File: src/sv/b2da_pkg.sv
// Shared constants and types of the binary to decimal ASCII converter.
`default_nettype none

package b2da_pkg;

   // Word and digit geometry
   localparam int NumBits   = 32;
   localparam int NumDigits = 10;
   localparam int BcdBits   = 4 * NumDigits;
   localparam int PosBits   = $clog2(NumDigits);

   // Character codes
   localparam logic [6:0] CharMinus = 7'd45;
   localparam logic [6:0] CharZero  = 7'd48;

   // Data handed from one conversion cell to the next
   typedef struct packed {
      logic                  neg;
      logic [BcdBits-1:0]    bcd;
      logic [NumBits-1:0]    bin;
   } cell_data_type;

endpackage

`default_nettype wire

File: src/sv/b2da_cell.sv
// One shift-and-add-3 cell of the binary to BCD conversion chain.
`default_nettype none

module b2da_cell (
   input  wire logic                   clock,
   input  wire logic                   reset,
   input  wire logic                   enable,
   input  wire logic                   in_valid,
   input  wire b2da_pkg::cell_data_type in_data,
   output logic                        out_valid,
   output b2da_pkg::cell_data_type     out_data
);

   logic                    valid_ff;
   b2da_pkg::cell_data_type data_ff;
   b2da_pkg::cell_data_type data_in;
   logic [b2da_pkg::BcdBits-1:0] adj;

   // Correct each digit that would overflow on the shift, then shift one bit in
   always_comb begin
      for (int i = 0; i < b2da_pkg::NumDigits; i++) begin
         if (in_data.bcd[4*i +: 4] >= 4'd5) begin
            adj[4*i +: 4] = in_data.bcd[4*i +: 4] + 4'd3;
         end else begin
            adj[4*i +: 4] = in_data.bcd[4*i +: 4];
         end
      end
      data_in.neg = in_data.neg;
      data_in.bcd = {adj[b2da_pkg::BcdBits-2:0], in_data.bin[b2da_pkg::NumBits-1]};
      data_in.bin = {in_data.bin[b2da_pkg::NumBits-2:0], 1'b0};
   end

   // Advance the valid bit with the chain
   always_ff @(posedge clock) begin
      if (reset) begin
         valid_ff <= 1'b0;
      end else if (enable) begin
         valid_ff <= in_valid;
      end
   end

   // Hold the payload while the chain is stalled
   always_ff @(posedge clock) begin
      if (enable) begin
         data_ff <= data_in;
      end
   end

   assign out_valid = valid_ff;
   assign out_data  = data_ff;

endmodule

`default_nettype wire

File: src/sv/b2da_emit.sv
// Character serializer: sign, then digits without leading zeros.
`default_nettype none

module b2da_emit (
   input  wire logic                    clock,
   input  wire logic                    reset,
   input  wire logic                    in_valid,
   output logic                         in_ready,
   input  wire b2da_pkg::cell_data_type in_data,
   output logic                         rsp_valid,
   input  wire logic                    rsp_ready,
   output logic [6:0]                   rsp_out_char,
   output logic                         rsp_last
);

   logic                         busy_ff, busy_in;
   logic                         sign_ff, sign_in;
   logic [b2da_pkg::PosBits-1:0] pos_ff, pos_in;
   logic [3:0]                   digit_ff [b2da_pkg::NumDigits];
   logic [b2da_pkg::PosBits-1:0] lead;
   logic                         take;
   logic                         load;

   // Find the most significant nonzero digit; zero keeps the units digit
   always_comb begin
      lead = '0;
      for (int i = 0; i < b2da_pkg::NumDigits; i++) begin
         if (in_data.bcd[4*i +: 4] != 4'd0) begin
            lead = b2da_pkg::PosBits'(i);
         end
      end
   end

   assign take     = busy_ff && rsp_ready;
   assign in_ready = !busy_ff || (take && rsp_last);
   assign load     = in_valid && in_ready;

   // Drive the current character
   assign rsp_valid    = busy_ff;
   assign rsp_last     = !sign_ff && (pos_ff == '0);
   assign rsp_out_char = sign_ff ? b2da_pkg::CharMinus
                                 : b2da_pkg::CharZero + {3'd0, digit_ff[pos_ff]};

   // Load a new number or step to the next character
   always_comb begin
      busy_in = busy_ff;
      sign_in = sign_ff;
      pos_in  = pos_ff;
      if (load) begin
         busy_in = 1'b1;
         sign_in = in_data.neg;
         pos_in  = lead;
      end else if (take) begin
         if (sign_ff) begin
            sign_in = 1'b0;
         end else if (pos_ff == '0) begin
            busy_in = 1'b0;
         end else begin
            pos_in = pos_ff - 1'b1;
         end
      end
   end

   always_ff @(posedge clock) begin
      if (reset) begin
         busy_ff <= 1'b0;
         sign_ff <= 1'b0;
         pos_ff  <= '0;
      end else begin
         busy_ff <= busy_in;
         sign_ff <= sign_in;
         pos_ff  <= pos_in;
      end
   end

   // Capture the digits of the incoming number
   always_ff @(posedge clock) begin
      if (load) begin
         for (int i = 0; i < b2da_pkg::NumDigits; i++) begin
            digit_ff[i] <= in_data.bcd[4*i +: 4];
         end
      end
   end

endmodule

`default_nettype wire

File: src/sv/binary_to_decimal_ascii.sv
// Top level: 32-bit word to decimal ASCII text, one character per response.
//
//   channel  direction  payload                 handshake
//   req      in         req_func, req_value     req_valid / req_ready
//   rsp      out        rsp_out_char, rsp_last  rsp_valid / rsp_ready
//
// A request enters a chain of 32 shift-and-add-3 cells, one bit per cell,
// and passes through the register of each cell to the serializer; requests
// enter back to back while the chain is not stalled. The serializer sends
// 1 to 11 characters, one per cycle while rsp_ready is high.
// Reset clears the valid bit of every cell and the serializer; no sweep.
// The whole chain stalls only when its last cell holds a number that the
// serializer cannot yet take.
`default_nettype none

module binary_to_decimal_ascii (
   input  wire logic        clock,
   input  wire logic        reset,
   input  wire logic        req_valid,
   output logic             req_ready,
   input  wire logic        req_func,
   input  wire logic [31:0] req_value,
   output logic             rsp_valid,
   input  wire logic        rsp_ready,
   output logic [6:0]       rsp_out_char,
   output logic             rsp_last
);

   localparam int Cells = b2da_pkg::NumBits;

   logic                    chain_valid [Cells+1];
   b2da_pkg::cell_data_type chain_data  [Cells+1];
   logic                    enable;
   logic                    emit_ready;
   logic                    feed_neg;

   // Advance the chain unless its last cell waits on the serializer
   assign enable    = !chain_valid[Cells] || emit_ready;
   assign req_ready = enable;

   // Feed the first cell with the magnitude and the sign flag
   assign feed_neg       = req_func && req_value[31];
   assign chain_valid[0] = req_valid;
   assign chain_data[0]  = '{neg: feed_neg,
                             bcd: '0,
                             bin: feed_neg ? (~req_value + 32'd1) : req_value};

   for (genvar g = 0; g < Cells; g++) begin : g_cell
      b2da_cell u_cell (
         .clock     (clock),
         .reset     (reset),
         .enable    (enable),
         .in_valid  (chain_valid[g]),
         .in_data   (chain_data[g]),
         .out_valid (chain_valid[g+1]),
         .out_data  (chain_data[g+1])
      );
   end

   b2da_emit u_emit (
      .clock        (clock),
      .reset        (reset),
      .in_valid     (chain_valid[Cells]),
      .in_ready     (emit_ready),
      .in_data      (chain_data[Cells]),
      .rsp_valid    (rsp_valid),
      .rsp_ready    (rsp_ready),
      .rsp_out_char (rsp_out_char),
      .rsp_last     (rsp_last)
   );

endmodule

`default_nettype wire

File: config.mk
export PLATFORM = sky130hd
export DESIGN_NAME = binary_to_decimal_ascii
export DESIGN_NICKNAME = d
export VERILOG_FILES = /design/src/sv/b2da_pkg.sv /design/src/sv/b2da_cell.sv /design/src/sv/b2da_emit.sv /design/src/sv/binary_to_decimal_ascii.sv
export SDC_FILE = /design/constraint.sdc
export NUM_CORES = 2
export LEC_CHECK = 0
export BUFFER_PORTS_ARGS = -buffer_cell sky130_fd_sc_hd__clkbuf_2
export CAP_MARGIN = 25
export CELL_PAD_IN_SITES_DETAIL_PLACEMENT = 0
export CELL_PAD_IN_SITES_GLOBAL_PLACEMENT = 1
export CORE_UTILIZATION = 57
export CTS_BUF_LIST = sky130_fd_sc_hd__clkbuf_4 sky130_fd_sc_hd__clkbuf_8 sky130_fd_sc_hd__clkbuf_16
export DETAILED_ROUTE_END_ITERATION = 10
export GPL_ROUTABILITY_DRIVEN = 0
export PLACE_DENSITY_LB_ADDON = 0.1
export SYNTH_ARGS = -nofsm -noshare
export SYNTH_HDL_FRONTEND = slang
export SYNTH_SLANG_ARGS = --single-unit
export TNS_END_PERCENT = 1
File: constraint.sdc
create_clock -name clock -period 130.9 [get_ports clock]
set_clock_uncertainty 0.2 [all_clocks]
set_input_delay 19.635 -clock clock [delete_from_list [all_inputs] [get_ports clock]]
set_output_delay 19.635 -clock clock [all_outputs]
set_load 0.05 [all_outputs]
==> impl_metrics.toml <==
[hold_path]
hold_path_end = "g_cell[16].u_cell.out_data[19]$_DFFE_PP_"
min-delay-path-class = "reg -> reg"
holdPathStages = 0
min_from = "g_cell[15].u_cell.out_data[18]$_DFFE_PP_"

[routing]
viasPerCell = 5.02
ant_nets = 0
first_pass_iters = 7
dr_total_vias = 28000
drc = 0
drt_wl_total_um = 75900
wl_per_cell_um = 13.6
drt_iter0_markers = 1617

[floorplanning]
core-area_mm2 = 0.0954
ios = 47
row_count = 113
die_y_um = 313
initial_core_util_pct = 57.8
dieArea_mm2 = 0.0980
die_x_um = 313

[logic_synthesis]
synth-seq-area-share_pct = 69.5
synth_fp_nets = 4382
syn_area_per_cell_um2 = 13.7
synth-async-reset-ratio_pct = 0
synth-edff-count = 1248
yosysUniqueCellTypes = 50
synth_area_mm2 = 0.0551
ys_seq_elements = 1290
synth_cells = 4024
synthFlopType = "edfxtp_1"
yosys_warnings = 0

[cells_and_area]
drive_above_1_share_pct = 7.05
seq_area_mm2 = 0.0383
fillers = 7011
syn2layout_area_growth_pct = 11.7
layout_commonest_cell = "edfxtp_1"
mostFrequentLayoutCells = "edfxtp_1, nand2_1, inv_1"
multi_input_area_mm2 = 0.0155
finalCoreUtilization_pct = 64.5
post-route-cell-area_mm2 = 0.0616
layout.nets = 4565

[sta]
maxClockFrequency_ghz = 0.0243
tns_ns = 0
slew_headroom_pct = 34.1
maxSlewViolCount = 0
period_share_pct = 31.4
setup_violations = 0
fin_crit_ns = 41.11
tightest_slew_ns = 0.989
hold_viol = 0
hold_ws_ns = 0.212
rsz0062_at_grt = "false"

[clocking]
postCtsHoldBufs = 0
clk_latency_ns = 0.75
cts_buffers = 135
cts_root_buffer = "clkbuf_16"
cts_tree = "built"
cts.sinks = 1290
ctsResizeCount = 0
post_cts_buffers = 0
clock_path_buffers = 3
htree_num_levels = 4
clk_pin_slew_ns = 0.06

[power]
p_total_mw = 1.37
p_leak_nw = 25.3
peakVddDrop_v = 0.0000177
cellPowerDensity_mw_per_mm2 = 22.2

[global_route]
grt_max_degree = 107
grtUsageTotal_pct = 16.1
antenna_found_initial = 1
grt_pass1_vias = 27100
grt_pass1_wl_um = 128000
grt_remaining_overflow = 0

[setup_path]
start_kind = "primary input"
ff2ff_setup_slack_ns = 124.73
reg2reg_depth = 11
arrival_ns = 21.27
r2r_end = "g_cell[19].u_cell.out_data[43]$_DFFE_PP_"
crit_type = "in -> out"
worst-path-max-fanout = 106
crit_path_end_kind = "output port"
worstPathRequired_ns = 111.06
r2r-start = "u_emit.pos_ff[0]$_SDFFE_PP0P_"
startpoint = "rsp_ready"

[place]
dp.final_hpwl_um = 48100
dpl_cell_area_mm2 = 0.0570
port-buffer-count = 44

[run]
cap_viol_max_count = 0

[run_status]
outcome = "complete, no violations"
metal layers:
layer | vias to the layer above | wire length (µm) | GRT usage [%] | part of all wire [%]
met1 | 13000 | 36400 | 21.9 | 48
met5 | - | 0 | 0 | 0
met2 | 330 | 34600 | 25.5 | 46
met3 | 148 | 2560 | 3.09 | 3.4
li1 | 14500 | - | - | -
met4 | 0 | 2320 | 7.03 | 3.1
state kept, by name (all words and copies together), names as in the netlist, named ones only:
register / flops
g_cell.u_cell.out_data: 1208
u_emit.sign_ff: 1
u_emit.rsp_valid: 1
u_emit.digit_ff: 40
u_emit.pos_ff: 4
g_cell.u_cell.out_valid: 32
stage by stage:
step / std cells / worst slack (ns)
final: 5577 / 89.79
after global routing: 5577 / 89.65
after CTS: 5574 / 89.81
after detailed placement: 5333 / 89.82
after global placement: 5331 / 89.84
after floorplan: 4024 / 57.81
cell type report:
class                      instances  area share, %
timing repair buffer              66          0.743
antenna                            1        0.00406
tap                             1265           2.57
clock inverter                    81           1.48
multi-input combinational       2389           25.2
sequential                      1290           62.2
inverter                         325           1.99
clock buffer                     160           5.83
report_power, final:
| group | internal, mW | total [mW] | switching [mW] |
|---|---|---|---|
| registers | 0.602 | 0.677 | 0.0745 |
| logic | 0.144 | 0.310 | 0.165 |
| clock network | 0.221 | 0.381 | 0.160 |
cells by family after synthesis:
group,Yosys count,share of synthesized area (%)
AO/OA/AOI/OAI,548,5.19
flip-flops,1290,69.5
XOR/XNOR,186,2.95
multiplexers,166,3.20
other,2,0.0136
AND/OR/NAND/NOR,1166,9.49
buffers and inverters,345,2.38
adder cells (fa/ha/maj),321,7.28
cells in the mapped netlist (12+ instances only):
cell type	number	area, µm²
a21oi_1	203	1020
clkbuf_1	14	52.6
dfxtp_1	42	841
edfxtp_1	1248	37500
ha_1	321	4020
inv_1	324	1220
mux2i_1	158	1580
nand2_1	653	2450
nand2b_1	291	1820
nor2_1	180	676
nor4_1	12	75.1
o21ai_0	310	1550
xnor2_1	173	1520
xor2_1	13	114
how the worst max path moves through the flow:
stage	end	slack [ns]
detailed placement	req_ready	89.82
global placement	req_ready	89.84
finish	req_ready	89.79
CTS	req_ready	89.81
floorplan	req_ready	57.81
global route	req_ready	89.65
worst max-delay path, cell delays in order:
cell      delay [ns]
clkbuf_2        0.10
nand2_1         0.06
and3_1          0.21
buf_4           0.24
inv_8           0.49
clkbuf_2        0.39
Power figures use the tool's default switching activity.
